### src/hw/rtl/dpbt_pkg.sv
`timescale 1ns / 1ps
`default_nettype none

package dpbt_pkg;

  // Bitmap word geometry: one memory word holds the dirty bits of 64 pages.
  localparam int WORD_BITS     = 64;
  localparam int LOG_WORD_BITS = 6;

  // Most page indices a single list item may emit.
  localparam int LIST_LIMIT = 64;

  // Field widths of the ports.
  localparam int MEM_BYTES_W = 21;
  localparam int ADDR_W      = 32;
  localparam int LEN_W       = 32;
  localparam int PIDX_W      = 8;
  localparam int MAXC_W      = 7;
  localparam int TOTAL_W     = 9;

  // Tracked memory size after reset.
  localparam logic [MEM_BYTES_W-1:0] MEM_BYTES_RESET = 21'd1048576;

  // Item kinds.
  typedef enum logic [1:0] {
    KIND_MARK  = 2'd0,
    KIND_CLEAR = 2'd1,
    KIND_TEST  = 2'd2,
    KIND_LIST  = 2'd3
  } kind_t;

  // Sequencer states.
  typedef enum logic [6:0] {
    ST_IDLE   = 7'b0000001,
    ST_MARK   = 7'b0000010,
    ST_RESP   = 7'b0000100,
    ST_TEST   = 7'b0001000,
    ST_LLOAD  = 7'b0010000,
    ST_LSCAN  = 7'b0100000,
    ST_LFLUSH = 7'b1000000
  } state_t;

endpackage

`default_nettype wire

### src/hw/rtl/dirty_page_bitmap_tracker_top.sv
// Dirty page bitmap tracker.
// Input channel (in_valid/in_ready) takes one item: kind selects mark range,
// clear all, test one page or list dirty pages. Output channel
// (out_valid/out_ready) returns result items; every result carries the dirty
// page total and last marks the final result of an item. memory_bytes, written
// through memory_bytes_we, sets the number of pages in use; the user must write
// it only while the block is idle, the block does not enforce this (PAGE_BYTES
// must be a power of two). The bitmap lives in a memory of 64-bit words, one
// word read per cycle. A mark item reads and writes back every word its range
// touches (4 words at most with the default 256 pages). A list item scans the
// words in use in order; each page it finds shows only after the next one is
// found or the list ends.
// One item is worked on at a time; in_ready rises again once the result sits
// in the output register, so the next item overlaps a stalled result.
// Reset clears the bitmap (per-word valid bits), the total, and restores the
// default memory size. A stall on out_ready holds the result and, when the
// sequencer has a further result, pauses it until the output register frees.
`timescale 1ns / 1ps
`default_nettype none

module dirty_page_bitmap_tracker_top
  import dpbt_pkg::*;
#(
  parameter int PAGE_BYTES = 4096,
  parameter int MAX_PAGES  = 256
) (
  input  wire logic                   clk,
  input  wire logic                   rst,
  input  wire logic                   memory_bytes_we,
  input  wire logic [MEM_BYTES_W-1:0] memory_bytes,
  input  wire logic                   in_valid,
  output logic                        in_ready,
  input  wire logic [1:0]             kind,
  input  wire logic [ADDR_W-1:0]      addr,
  input  wire logic [LEN_W-1:0]       length,
  input  wire logic [PIDX_W-1:0]      page_index,
  input  wire logic [MAXC_W-1:0]      max_listed,
  output logic                        out_valid,
  input  wire logic                   out_ready,
  output logic                        page_dirty,
  output logic [7:0]                  listed_page,
  output logic                        listed_valid,
  output logic [TOTAL_W-1:0]          dirty_total,
  output logic                        last
);

  localparam int PAGE_SHIFT = $clog2(PAGE_BYTES);
  localparam int NWORDS     = (MAX_PAGES + WORD_BITS - 1) / WORD_BITS;
  localparam int WAW        = (NWORDS > 1) ? $clog2(NWORDS) : 1;
  localparam int PW         = $clog2(MAX_PAGES);
  localparam int CW         = $clog2(MAX_PAGES + 1);
  localparam int SUMW       = MEM_BYTES_W + 1;

  localparam logic [WORD_BITS-1:0] ONES = '1;

  // Pages in use for a memory size: rounded up and capped.
  function automatic logic [CW-1:0] pages_of(input logic [MEM_BYTES_W-1:0] bytes);
    logic [SUMW-1:0] sum;
    logic [SUMW-1:0] n;
    sum = SUMW'(bytes) + SUMW'(PAGE_BYTES - 1);
    n   = sum >> PAGE_SHIFT;
    if (n > SUMW'(MAX_PAGES)) begin
      n = SUMW'(MAX_PAGES);
    end
    return CW'(n);
  endfunction

  // Word address that holds a page's bit.
  function automatic logic [WAW-1:0] word_of(input logic [PW-1:0] p);
    return WAW'(32'(p) >> LOG_WORD_BITS);
  endfunction

  // Number of set bits in one bitmap word.
  function automatic logic [LOG_WORD_BITS:0] popcount(input logic [WORD_BITS-1:0] v);
    logic [LOG_WORD_BITS:0] c;
    c = '0;
    for (int i = 0; i < WORD_BITS; i++) begin
      c = c + (LOG_WORD_BITS + 1)'(v[i]);
    end
    return c;
  endfunction

  // Registers.
  state_t                 state, state_next;
  logic [CW-1:0]          pages_used;
  logic [CW-1:0]          tally, tally_next;
  logic [WAW-1:0]         w, w_next;
  logic                   issue_done, issue_done_next;
  logic                   pend, pend_next;
  logic [WAW-1:0]         pend_addr, pend_addr_next;
  logic [PW-1:0]          start_pg, start_pg_next;
  logic [PW-1:0]          end_pg, end_pg_next;
  logic [WORD_BITS-1:0]   scan, scan_next;
  logic                   lst_valid, lst_valid_next;
  logic [PW-1:0]          lst_page, lst_page_next;
  logic [MAXC_W-1:0]      found_n, found_n_next;
  logic [MAXC_W-1:0]      max_n, max_n_next;
  logic [LOG_WORD_BITS-1:0] tst_idx, tst_idx_next;
  logic                   tst_ok, tst_ok_next;

  // Bitmap memory, its per-word valid bits and the registered read port.
  logic [WORD_BITS-1:0]   mem [NWORDS];
  logic [NWORDS-1:0]      vbits;
  logic [WORD_BITS-1:0]   rd_data;
  logic                   rd_vld;
  logic                   mem_re, mem_we, clear_all;
  logic [WAW-1:0]         mem_raddr, mem_waddr;
  logic [WORD_BITS-1:0]   mem_wdata;

  // Result emission.
  logic                   emit, emit_dirty, emit_lvalid, emit_last;
  logic [PW-1:0]          emit_page;
  logic                   out_free;

  // Combinational helpers.
  logic [WORD_BITS-1:0]   eff_word;
  logic [PW-1:0]          last_page;
  logic [WAW-1:0]         last_word;
  logic [ADDR_W:0]        addr_end;
  logic [ADDR_W-1:0]      mk_start;
  logic [ADDR_W:0]        mk_end;
  logic                   mk_none;
  logic [PW-1:0]          mk_end_pg;
  logic                   tst_in;
  logic [LOG_WORD_BITS-1:0] mk_lo, mk_hi;
  logic [WORD_BITS-1:0]   mk_mask;
  logic [WORD_BITS-1:0]   inuse_mask;
  logic [LOG_WORD_BITS-1:0] ffs;
  logic [PW-1:0]          found_pg;

  assign out_free  = !out_valid || out_ready;
  assign eff_word  = rd_vld ? rd_data : '0;
  assign last_page = PW'(pages_used - CW'(1));
  assign last_word = word_of(last_page);

  // Range of a mark item, computed without wraparound.
  assign addr_end  = {1'b0, addr} + {1'b0, length} - (ADDR_W + 1)'(1);
  assign mk_start  = addr >> PAGE_SHIFT;
  assign mk_end    = addr_end >> PAGE_SHIFT;
  assign mk_none   = (length == '0) || (pages_used == '0) ||
                     (mk_start >= ADDR_W'(pages_used));
  assign mk_end_pg = (mk_end >= (ADDR_W + 1)'(pages_used)) ? last_page : PW'(mk_end);

  assign tst_in    = 32'(page_index) < 32'(MAX_PAGES);

  // Bits of the word in flight that the mark range covers.
  assign mk_lo   = (pend_addr == word_of(start_pg)) ? start_pg[LOG_WORD_BITS-1:0] : '0;
  assign mk_hi   = (pend_addr == word_of(end_pg)) ? end_pg[LOG_WORD_BITS-1:0] : '1;
  assign mk_mask = (ONES << mk_lo) & (ONES >> (LOG_WORD_BITS'(WORD_BITS - 1) - mk_hi));

  // Pages of the current list word that are in use.
  assign inuse_mask = (w == last_word) ?
                      (ONES >> (LOG_WORD_BITS'(WORD_BITS - 1) -
                                last_page[LOG_WORD_BITS-1:0])) : ONES;

  // Lowest set bit of the scan word.
  always_comb begin
    ffs = '0;
    for (int i = WORD_BITS - 1; i >= 0; i--) begin
      if (scan[i]) begin
        ffs = LOG_WORD_BITS'(i);
      end
    end
  end

  assign found_pg = PW'((32'(w) << LOG_WORD_BITS) | 32'(ffs));

  // Sequencer.
  always_comb begin
    state_next      = state;
    tally_next      = tally;
    w_next          = w;
    issue_done_next = issue_done;
    pend_next       = pend;
    pend_addr_next  = pend_addr;
    start_pg_next   = start_pg;
    end_pg_next     = end_pg;
    scan_next       = scan;
    lst_valid_next  = lst_valid;
    lst_page_next   = lst_page;
    found_n_next    = found_n;
    max_n_next      = max_n;
    tst_idx_next    = tst_idx;
    tst_ok_next     = tst_ok;
    in_ready        = 1'b0;
    mem_re          = 1'b0;
    mem_raddr       = '0;
    mem_we          = 1'b0;
    mem_waddr       = pend_addr;
    mem_wdata       = eff_word | mk_mask;
    clear_all       = 1'b0;
    emit            = 1'b0;
    emit_dirty      = 1'b0;
    emit_page       = '0;
    emit_lvalid     = 1'b0;
    emit_last       = 1'b1;

    unique case (state)
      ST_IDLE: begin
        in_ready = 1'b1;
        if (in_valid) begin
          unique case (kind_t'(kind))
            KIND_MARK: begin
              if (mk_none) begin
                state_next = ST_RESP;
              end else begin
                start_pg_next   = PW'(mk_start);
                end_pg_next     = mk_end_pg;
                w_next          = word_of(PW'(mk_start));
                issue_done_next = 1'b0;
                pend_next       = 1'b0;
                state_next      = ST_MARK;
              end
            end
            KIND_CLEAR: begin
              clear_all  = 1'b1;
              tally_next = '0;
              state_next = ST_RESP;
            end
            KIND_TEST: begin
              mem_re       = 1'b1;
              mem_raddr    = tst_in ? word_of(PW'(page_index)) : '0;
              tst_idx_next = page_index[LOG_WORD_BITS-1:0];
              tst_ok_next  = tst_in;
              state_next   = ST_TEST;
            end
            KIND_LIST: begin
              max_n_next     = (max_listed > MAXC_W'(LIST_LIMIT)) ?
                               MAXC_W'(LIST_LIMIT) : max_listed;
              found_n_next   = '0;
              lst_valid_next = 1'b0;
              w_next         = '0;
              if ((pages_used == '0) || (max_listed == '0)) begin
                state_next = ST_LFLUSH;
              end else begin
                mem_re     = 1'b1;
                mem_raddr  = '0;
                state_next = ST_LLOAD;
              end
            end
            default: state_next = ST_IDLE;
          endcase
        end
      end

      // Read one word per cycle; the word read in the previous cycle is merged and
      // written back, and the newly set bits are added to the total.
      ST_MARK: begin
        if (!issue_done) begin
          mem_re          = 1'b1;
          mem_raddr       = w;
          w_next          = w + WAW'(1);
          issue_done_next = (w == word_of(end_pg));
        end
        pend_next      = !issue_done;
        pend_addr_next = w;
        if (pend) begin
          mem_we     = 1'b1;
          tally_next = tally + CW'(popcount(mk_mask & ~eff_word));
          if (issue_done) begin
            state_next = ST_RESP;
          end
        end
      end

      ST_RESP: begin
        if (out_free) begin
          emit       = 1'b1;
          state_next = ST_IDLE;
        end
      end

      ST_TEST: begin
        if (out_free) begin
          emit       = 1'b1;
          emit_dirty = tst_ok & eff_word[tst_idx];
          state_next = ST_IDLE;
        end
      end

      ST_LLOAD: begin
        scan_next  = eff_word & inuse_mask;
        state_next = ST_LSCAN;
      end

      // The found page waits in lst_page until the next one is found, so the
      // final result of the item can carry last.
      ST_LSCAN: begin
        if (scan != '0) begin
          if (!lst_valid || out_free) begin
            if (lst_valid) begin
              emit        = 1'b1;
              emit_page   = lst_page;
              emit_lvalid = 1'b1;
              emit_last   = 1'b0;
            end
            lst_valid_next = 1'b1;
            lst_page_next  = found_pg;
            scan_next      = scan & ~(WORD_BITS'(1) << ffs);
            found_n_next   = found_n + MAXC_W'(1);
            if (found_n + MAXC_W'(1) == max_n) begin
              state_next = ST_LFLUSH;
            end
          end
        end else if (w == last_word) begin
          state_next = ST_LFLUSH;
        end else begin
          mem_re     = 1'b1;
          mem_raddr  = w + WAW'(1);
          w_next     = w + WAW'(1);
          state_next = ST_LLOAD;
        end
      end

      ST_LFLUSH: begin
        if (out_free) begin
          emit        = 1'b1;
          emit_page   = lst_valid ? lst_page : '0;
          emit_lvalid = lst_valid;
          state_next  = ST_IDLE;
        end
      end

      default: state_next = ST_IDLE;
    endcase
  end

  // Control registers.
  always_ff @(posedge clk) begin
    if (rst) begin
      state      <= ST_IDLE;
      pages_used <= pages_of(MEM_BYTES_RESET);
      tally      <= '0;
      vbits      <= '0;
      rd_vld     <= 1'b0;
      out_valid  <= 1'b0;
      issue_done <= 1'b0;
      pend       <= 1'b0;
      lst_valid  <= 1'b0;
    end else begin
      state      <= state_next;
      tally      <= tally_next;
      issue_done <= issue_done_next;
      pend       <= pend_next;
      lst_valid  <= lst_valid_next;
      if (memory_bytes_we) begin
        pages_used <= pages_of(memory_bytes);
      end
      if (mem_re) begin
        rd_vld <= vbits[mem_raddr];
      end
      if (clear_all) begin
        vbits <= '0;
      end else if (mem_we) begin
        vbits[mem_waddr] <= 1'b1;
      end
      if (emit) begin
        out_valid <= 1'b1;
      end else if (out_ready) begin
        out_valid <= 1'b0;
      end
    end
  end

  // Datapath registers.
  always_ff @(posedge clk) begin
    w         <= w_next;
    pend_addr <= pend_addr_next;
    start_pg  <= start_pg_next;
    end_pg    <= end_pg_next;
    scan      <= scan_next;
    lst_page  <= lst_page_next;
    found_n   <= found_n_next;
    max_n     <= max_n_next;
    tst_idx   <= tst_idx_next;
    tst_ok    <= tst_ok_next;
    if (emit) begin
      page_dirty   <= emit_dirty;
      listed_page  <= 8'(emit_page);
      listed_valid <= emit_lvalid;
      dirty_total  <= TOTAL_W'(tally);
      last         <= emit_last;
    end
  end

  // Bitmap memory.
  always_ff @(posedge clk) begin
    if (mem_we) begin
      mem[mem_waddr] <= mem_wdata;
    end
    if (mem_re) begin
      rd_data <= mem[mem_raddr];
    end
  end

endmodule

`default_nettype wire

### config.mk
export PLATFORM = sky130hd
export DESIGN_NAME = dirty_page_bitmap_tracker_top
export DESIGN_NICKNAME = d
export VERILOG_FILES = /design/src/hw/rtl/dpbt_pkg.sv /design/src/hw/rtl/dirty_page_bitmap_tracker_top.sv
export SDC_FILE = /design/constraint.sdc
export NUM_CORES = 1
export LEC_CHECK = 0
export BUFFER_PORTS_ARGS = -buffer_cell sky130_fd_sc_hd__buf_4
export CORE_MARGIN = 4
export CORE_UTILIZATION = 62
export DETAILED_ROUTE_END_ITERATION = 7
export PLACE_DENSITY_LB_ADDON = 0.25
export SLEW_MARGIN = 40
export SYNTH_ARGS = -nofsm -noshare
export SYNTH_HDL_FRONTEND = slang
export SYNTH_SLANG_ARGS = --single-unit
### constraint.sdc
create_clock -name clk -period 10.1 [get_ports clk]
set_input_delay 1.515 -clock clk [delete_from_list [all_inputs] [get_ports clk]]
set_output_delay 1.515 -clock clk [all_outputs]
set_load 0.01 [all_outputs]
==> impl_metrics.tcl, run 1 <==
set metrics [dict create \
    clk_pin_slew_worst_paths_ps 60 \
    synth_fp_nets 2784 \
    crit_fanout 15 \
    max_freq_mhz 108.4 \
    antenna_found_initial 3 \
    ctsResizeCount 0 \
    synth_edf_count 452 \
    setup_viol 0 \
    synth_flop_cell "edfxtp_1" \
    wl_per_cell_um 26.42 \
    slew_viol_final 0 \
    rr_worst_depth 29 \
    num_rows 76 \
    rrSetupSlack_ps 880 \
    r2r_end "tally[8]" \
    hold_violations 0 \
    viasPerCell 6.578 \
    yosysUniqueCellTypes 74 \
    cpPeakStageDelay_ps 590 \
    cpMaxStageDelayCell "nor2_1" \
    yosysWarnings 0 \
    ir_drop_mv 0.1687 \
    r2r_start "mem_waddr[1]" \
    overflow 0 \
    die_y_um 218.3 \
    rsz0062_at_grt "false" \
    cts_buffers 48 \
    start_util_pct 63.25 \
    max_slew.worst_pin.slew_ps 853.1 \
    drc 0 \
    layout.cells.most_common "edfxtp_1" \
    finalSetupTns_ps 0 \
    p_per_area_mw_per_mm2 162.6 \
    hp-class "reg2reg" \
    dpl-instance-area_mm2 0.02900 \
    ant_nets 0 \
    first_iter_violations 2595 \
    die_area_mm2 0.04766 \
    worstPathRequired_ps 10600 \
    cts_hold_buf 0 \
    totalWireLength_um 85560 \
    cap_violations 0 \
    status "completed" \
    cts_tree "done" \
    worstHoldPathCells 1 \
    crit_type "reg2reg" \
    placed_cells 3148 \
    power_leakage_nw 11.40 \
    routabilityCongestion 1.031 \
    syn_area_per_cell_um2 10.92 \
    layoutNonFillerInstCount 3238 \
    ys_seq_area_share_pct 51.97 \
    synthArstFlopShare_pct 0 \
    final_cell_mix "edfxtp_1 (452), nand2_1 (240), nor2_1 (229)" \
    hpwl_um 62230 \
    cp-start-kind "register" \
    finalInstanceArea_mm2 0.03067 \
    syn_to_final_growth_pct 11.83 \
    ys_ff_latch 486 \
    clock_skew_ps 37.48 \
    cts.path.max_buffers 3 \
    post-route-period-util_pct 91.33 \
    io_pins 129 \
    crit_top_cell "fa_1" \
    diodes 0 \
    htreeDepth 2 \
    die_x_um 218.3 \
    layout-drive-gt1-share_pct 12.93 \
    grt_pass1_wl_um 127600 \
    syn_inst 2511 \
    clock-sinks 486 \
    grt_pass1_vias 20880 \
    grt.total_usage_pct 35.65 \
    holdCritStartpoint "vbits[3]" \
    fin_crit_ps 9225 \
    final_nets 2887 \
    insertion_delay_ps 620 \
    maxSlewHeadroom_pct 41.66 \
    firstDrtPassIters 6 \
    cts-root-buf "clkbuf_16" \
    vias 21300 \
    cp-end-kind "register" \
    postCtsSetupBuffers 0 \
    portBuffers 128 \
    arrival_ps 9730 \
    syn_area_mm2 0.02743 \
    grt_max_degree 131 \
    holdPathEnd "vbits[3]" \
    core_mm2 0.04336 \
]
## kinds of logic (layout without fill, tap and decap cells)
| kind of cell | after synthesis | count (layout) | share of synthesized area [%] |
|---|---|---|---|
| flops | 486 | 486 | 51.97 |
| xor+xnor | 55 | 55 | 1.756 |
| buf+inv | 322 | 464 | 4.585 |
| mux | 163 | 163 | 7.199 |
| fa+ha+maj | 166 | 166 | 9.106 |
| simple gates | 757 | 757 | 12.72 |
| compound gates | 562 | 562 | 12.66 |
## per-stage QoR
step	hold slack (ps)	util (%)	worst slack (ps)	power, mW
floorplan	432.7	-	2037	2.882
detailed placement	457.6	66.89	943.1	3.144
global placement	444.8	66.76	1181	3.115
CTS	471.2	70.64	900.7	4.977
global route	505.1	70.73	406.4	5.148
finish	469.1	70.73	875.2	4.988
## report_power, final
part	internal (mW)	leakage, nW	switching (mW)
logic	0.274	6.26	0.456
registers	2.30	4.36	0.103
clock network	1.07	0.787	0.783
total	3.65	11.4	1.34
## cells in the mapped netlist (7+ instances only)
cell type	count	area (um^2)
edfxtp_1	452	13570
xnor2_1	32	280.3
ha_1	110	1376
and3_1	9	56.30
nor3_1	29	145.1
or2_2	9	56.30
o2111ai_1	9	78.83
a211o_1	10	87.58
a31oi_1	9	56.30
o21a_1	9	67.56
a211oi_1	16	120.1
mux4_2	19	427.9
fa_1	56	1121
xor2_1	23	201.4
nand4_1	23	143.9
nor2_1	230	863.3
o211ai_1	36	270.3
nor4_1	42	262.8
o31ai_1	26	195.2
nand2b_1	45	281.5
clkbuf_1	73	274.0
and2_1	21	131.4
o221ai_1	10	87.58
a21oi_1	185	925.9
inv_1	218	818.3
mux2i_1	75	750.7
nand2_1	240	900.9
nor2b_1	28	175.2
buf_1	12	45.04
a2111oi_0	7	61.31
a21o_1	18	135.1
mux2_2	64	720.7
buf_4	8	60.06
nand3_1	54	270.3
a22oi_1	9	67.56
or4_1	7	52.55
buf_2	9	45.04
a21boi_0	9	67.56
or3_1	8	50.05
o21ai_0	158	790.8
dfxtp_1	34	680.7
## layer usage
metal  track usage, %  wire, um  share of wire [%]  vias to the layer above
met5                0        41              0.048                        -
met4            15.23      4434                5.2                        6
met3            8.009      8924                 10                      300
met2            56.24     39030                 46                     1269
met1            48.12     33130                 39                    10370
li1                 -         -                  -                     9359
## final cells by class
class | instances | area (um^2)
Sequential cell | 486 | 14260
Fill cell | 3078 | 12690
Multi-Input combinational cell | 1703 | 12010
Clock buffer | 59 | 1252
Timing Repair Buffer | 156 | 1220
Inverter | 219 | 822.0
Tap cell | 585 | 732.0
Clock inverter | 30 | 375.4
## worst max path at each step
stage | start | endpoint | slack [ps] | cells after the start
3_5_place_dp | mem_waddr[1] | tally[8] | 940 | 25
5_1_grt | mem_waddr[1] | tally[8] | 410 | 29
6_report | mem_waddr[1] | tally[8] | 880 | 29
3_3_place_gp | mem_waddr[1] | tally[8] | 1180 | 28
2_1_floorplan | mem_waddr[1] | tally[8] | 2040 | 29
4_1_cts | mem_waddr[1] | tally[8] | 900 | 25
## registers in the layout (all words and copies together), names as in the netlist, 2 cells and up
| signal | cells |
|---|---|
| tst_idx | 6 |
| found_n | 7 |
| w | 2 |
| state | 7 |
| listed_page | 8 |
| tally | 9 |
| vbits | 4 |
| pages_used | 9 |
| rd_data | 64 |
| start_pg | 8 |
| lst_page | 8 |
| mem_waddr | 2 |
| dirty_total | 9 |
| scan | 64 |
| mem | 256 |
| max_n | 7 |
| end_pg | 8 |
## critical path: cells and delay by family (launching register included)
family                   cells  cell delay (ps)
XOR/XNOR                     2              340
adder cells (fa/ha/maj)     10             5100
flip-flops                   1              520
AND/OR/NAND/NOR              8             1840
AO/OA/AOI/OAI                6             1030
buffers and inverters        3              300
No activity file was read; power rests on OpenSTA's default activity.
==> run 2: changes to the inputs <==
Settings changed: ABC_AREA set to 1, CORE_UTILIZATION 62 to 63.
==> impl_metrics.tcl, run 2 <==
set metrics [dict create \
    finalSetupTns_ps 0 \
    hpwl_um 66270 \
    synth-compound-area-share_pct 10.76 \
    synth_fp_nets 3341 \
    rsz0062_at_grt "false" \
    synth_most_common_cell "nand2_1" \
    syn_inst 3068 \
    r2r_end "tally[8]" \
    cp-end-kind "register" \
    crit_fanout 12 \
    fin_crit_ps 9538 \
    rr_worst_depth 31 \
    muxShareOfSynthArea_pct 0 \
    layout.cells.most_common "nand2_1" \
    crit_type "reg2reg" \
    crit_end "tally[8]" \
    portBuffers 128 \
    postCtsSetupBuffers 0 \
    core_mm2 0.04346 \
    clockPowerShare_pct 15.0 \
    cap_violations 0 \
    drc 0 \
    max_freq_mhz 104.8 \
    die_area_mm2 0.04775 \
    synth-simple-area-share_pct 19.64 \
    syn_area_mm2 0.02792 \
    grt_pass1_wl_um 133500 \
    max_slew.worst_pin.slew_ps 825.0 \
    io_pins 129 \
    r2r_start "mem_waddr[0]" \
    htreeDepth 2 \
    clock_skew_ps 31.20 \
    power_frac_comb_pct 64.3 \
    synth_top_family_by_area "simple AND/OR/NAND/NOR gates" \
    hp-class "reg2reg" \
    hold_violations 0 \
    clock-sinks 486 \
    crit_top_cell "fa_1" \
    power_leakage_nw 13.21 \
    ys_ff_latch 486 \
    cpPeakStageDelay_ps 540 \
    pwr-share-seq_pct 20.6 \
    cts_buffers 50 \
    die_x_um 218.5 \
    synthArstFlopShare_pct 0 \
    grt_pass1_vias 23380 \
    synth_edf_count 452 \
    synth_flop_cell "edfxtp_1" \
    insertion_delay_ps 600 \
    status "completed" \
    syn_to_final_growth_pct 11.68 \
    regMostFlops "mem" \
    viasPerCell 6.153 \
    layout-drive-gt1-share_pct 10.46 \
    synth.top_cell.area_share_pct 48.61 \
    final_nets 3455 \
    internal_power_mw 6.587 \
    vias 23420 \
    cpMaxStageDelayCell "fa_1" \
    crit_start "mem_waddr[0]" \
    firstDrtPassIters 8 \
    synth-xor-area-share_pct 1.344 \
    yosysWarnings 0 \
    cp-start-kind "register" \
    ys_top_cells_by_area "edfxtp_1 (49%), nand2_1 (7.1%), inv_1 (6.5%), nor2_1 (6.2%), ha_1 (4.9%)" \
    overflow 0 \
    die_y_um 218.5 \
    num_rows 76 \
    setup_viol 0 \
    cts_hold_buf 0 \
    yosysTopAreaCell "edfxtp_1" \
    final_cell_mix "nand2_1 (523), inv_1 (482), nor2_1 (459)" \
    switchingPower_mw 5.793 \
    cts-root-buf "clkbuf_16" \
    synth_common_cells "nand2_1 (525), inv_1 (486), nor2_1 (461)" \
    diodes 0 \
    largest_reg_flops 256 \
    clk_pin_slew_worst_paths_ps 60 \
    yosysUniqueCellTypes 68 \
    arrival_ps 10050 \
    rrSetupSlack_ps 560 \
    cts.path.max_buffers 3 \
    p_per_area_mw_per_mm2 397.0 \
    grt.total_usage_pct 36.91 \
    start_util_pct 64.25 \
    maxSlewHeadroom_pct 45.00 \
    totalWireLength_um 89100 \
    antenna_found_initial 1 \
    ant_nets 0 \
    slew_viol_final 0 \
    reg.largest.list "mem: 256 flops, rd_data: 64 flops, scan: 64 flops" \
    cts_tree "done" \
    fill_cells 3076 \
    grt_max_degree 103 \
    swShare_pct 46.79 \
    worstPathRequired_ps 10610 \
    synth-adder-area-share_pct 8.945 \
    wl_per_cell_um 23.41 \
    ctsResizeCount 0 \
    first_iter_violations 2867 \
    post-route-period-util_pct 94.43 \
    final_util_pct 71.75 \
    ys_seq_area_share_pct 51.05 \
    syn_area_per_cell_um2 9.101 \
    routabilityCongestion 1.036 \
    ir_drop_mv 1.625 \
]
## run 2: cell types whose count changed in the layout (fill, tap and decap cells not counted), moves of 28 or more
cell	before	now
a21oi_1	185	109
inv_1	218	482
mux2_2	64	0
mux2i_1	75	0
nand2_1	240	523
nand2b_1	45	0
nand3_1	54	179
nor2_1	229	459
nor2b_1	28	0
o21ai_0	155	185
o32ai_1	4	66
## run 2: kinds of logic after synthesis
kind of cell	after synthesis
DFF	486
AOI/OAI and AO/OA	478
and+or+nand+nor	1301
buffers and inverters	595
xor gates and xnor gates	42
adders and majority gates	166
## run 2: area by class of cell
class | instances | area (um^2) | area share, %
clock buffer | 63 | 1364 | 4.374
timing repair buffer | 165 | 1264 | 4.053
tap | 585 | 732.0 | 2.347
inverter | 492 | 1848 | 5.927
sequential | 486 | 14250 | 45.72
clock inverter | 28 | 287.8 | 0.9229
multi-input combinational | 1987 | 11430 | 36.66
## run 2: power by group through the flow
stage	registers, mW	clock network [mW]	logic (mW)
2_1_floorplan	2.55	0	6.07
4_1_cts	2.55	1.86	7.93
3_5_place_dp	2.59	0	7.78
3_3_place_gp	2.58	0	7.62
6_report	2.56	1.86	7.96
5_1_grt	2.56	1.96	8.86
## run 2: worst min-delay path by stage
| stage | startpoint | to | depth (start not counted) |
|---|---|---|---|
| floorplan | vbits[1] | vbits[1] | 2 |
| global placement | vbits[1] | vbits[1] | 2 |
| CTS | lst_valid | lst_valid | 2 |
| global route | tally[7] | dirty_total[7] | 0 |
| finish | lst_valid | lst_valid | 2 |
| detailed placement | lst_valid | lst_valid | 2 |
## run 2: stage by stage
stage	cells	hold slack [ps]	worst slack (ps)	cell area [um^2]	total power, mW
2_1_floorplan	3068	435.9	1774	27920	8.622
3_3_place_gp	3713	443.8	630.0	29470	10.20
3_5_place_dp	3714	458.5	496.6	29490	10.37
4_1_cts	3805	467.9	418.7	31150	12.34
5_1_grt	3806	491.0	0.8882	31180	13.38
6_report	3806	474.0	562.2	31180	12.38
## run 2: critical path: cells and delay by family, from the launching register on
kind / cells / cell delay, ps
AOI/OAI and AO/OA: 4 / 900
buffers and inverters: 4 / 650
adders and majority gates: 10 / 5100
and+or+nand+nor: 11 / 1960
xor gates and xnor gates: 2 / 360
DFF: 1 / 490
## run 2: layer usage
layer  routed length [um]  up-vias  part of all wire (%)  track usage (%)
li1                     -    10510                     -                -
met1                33050    11160                    37            46.60
met2                41590     1443                    47            60.91
met3                 9113      305                    10            7.828
met4                 5346        0                   6.0            18.10
met5                    0        -                     0                0
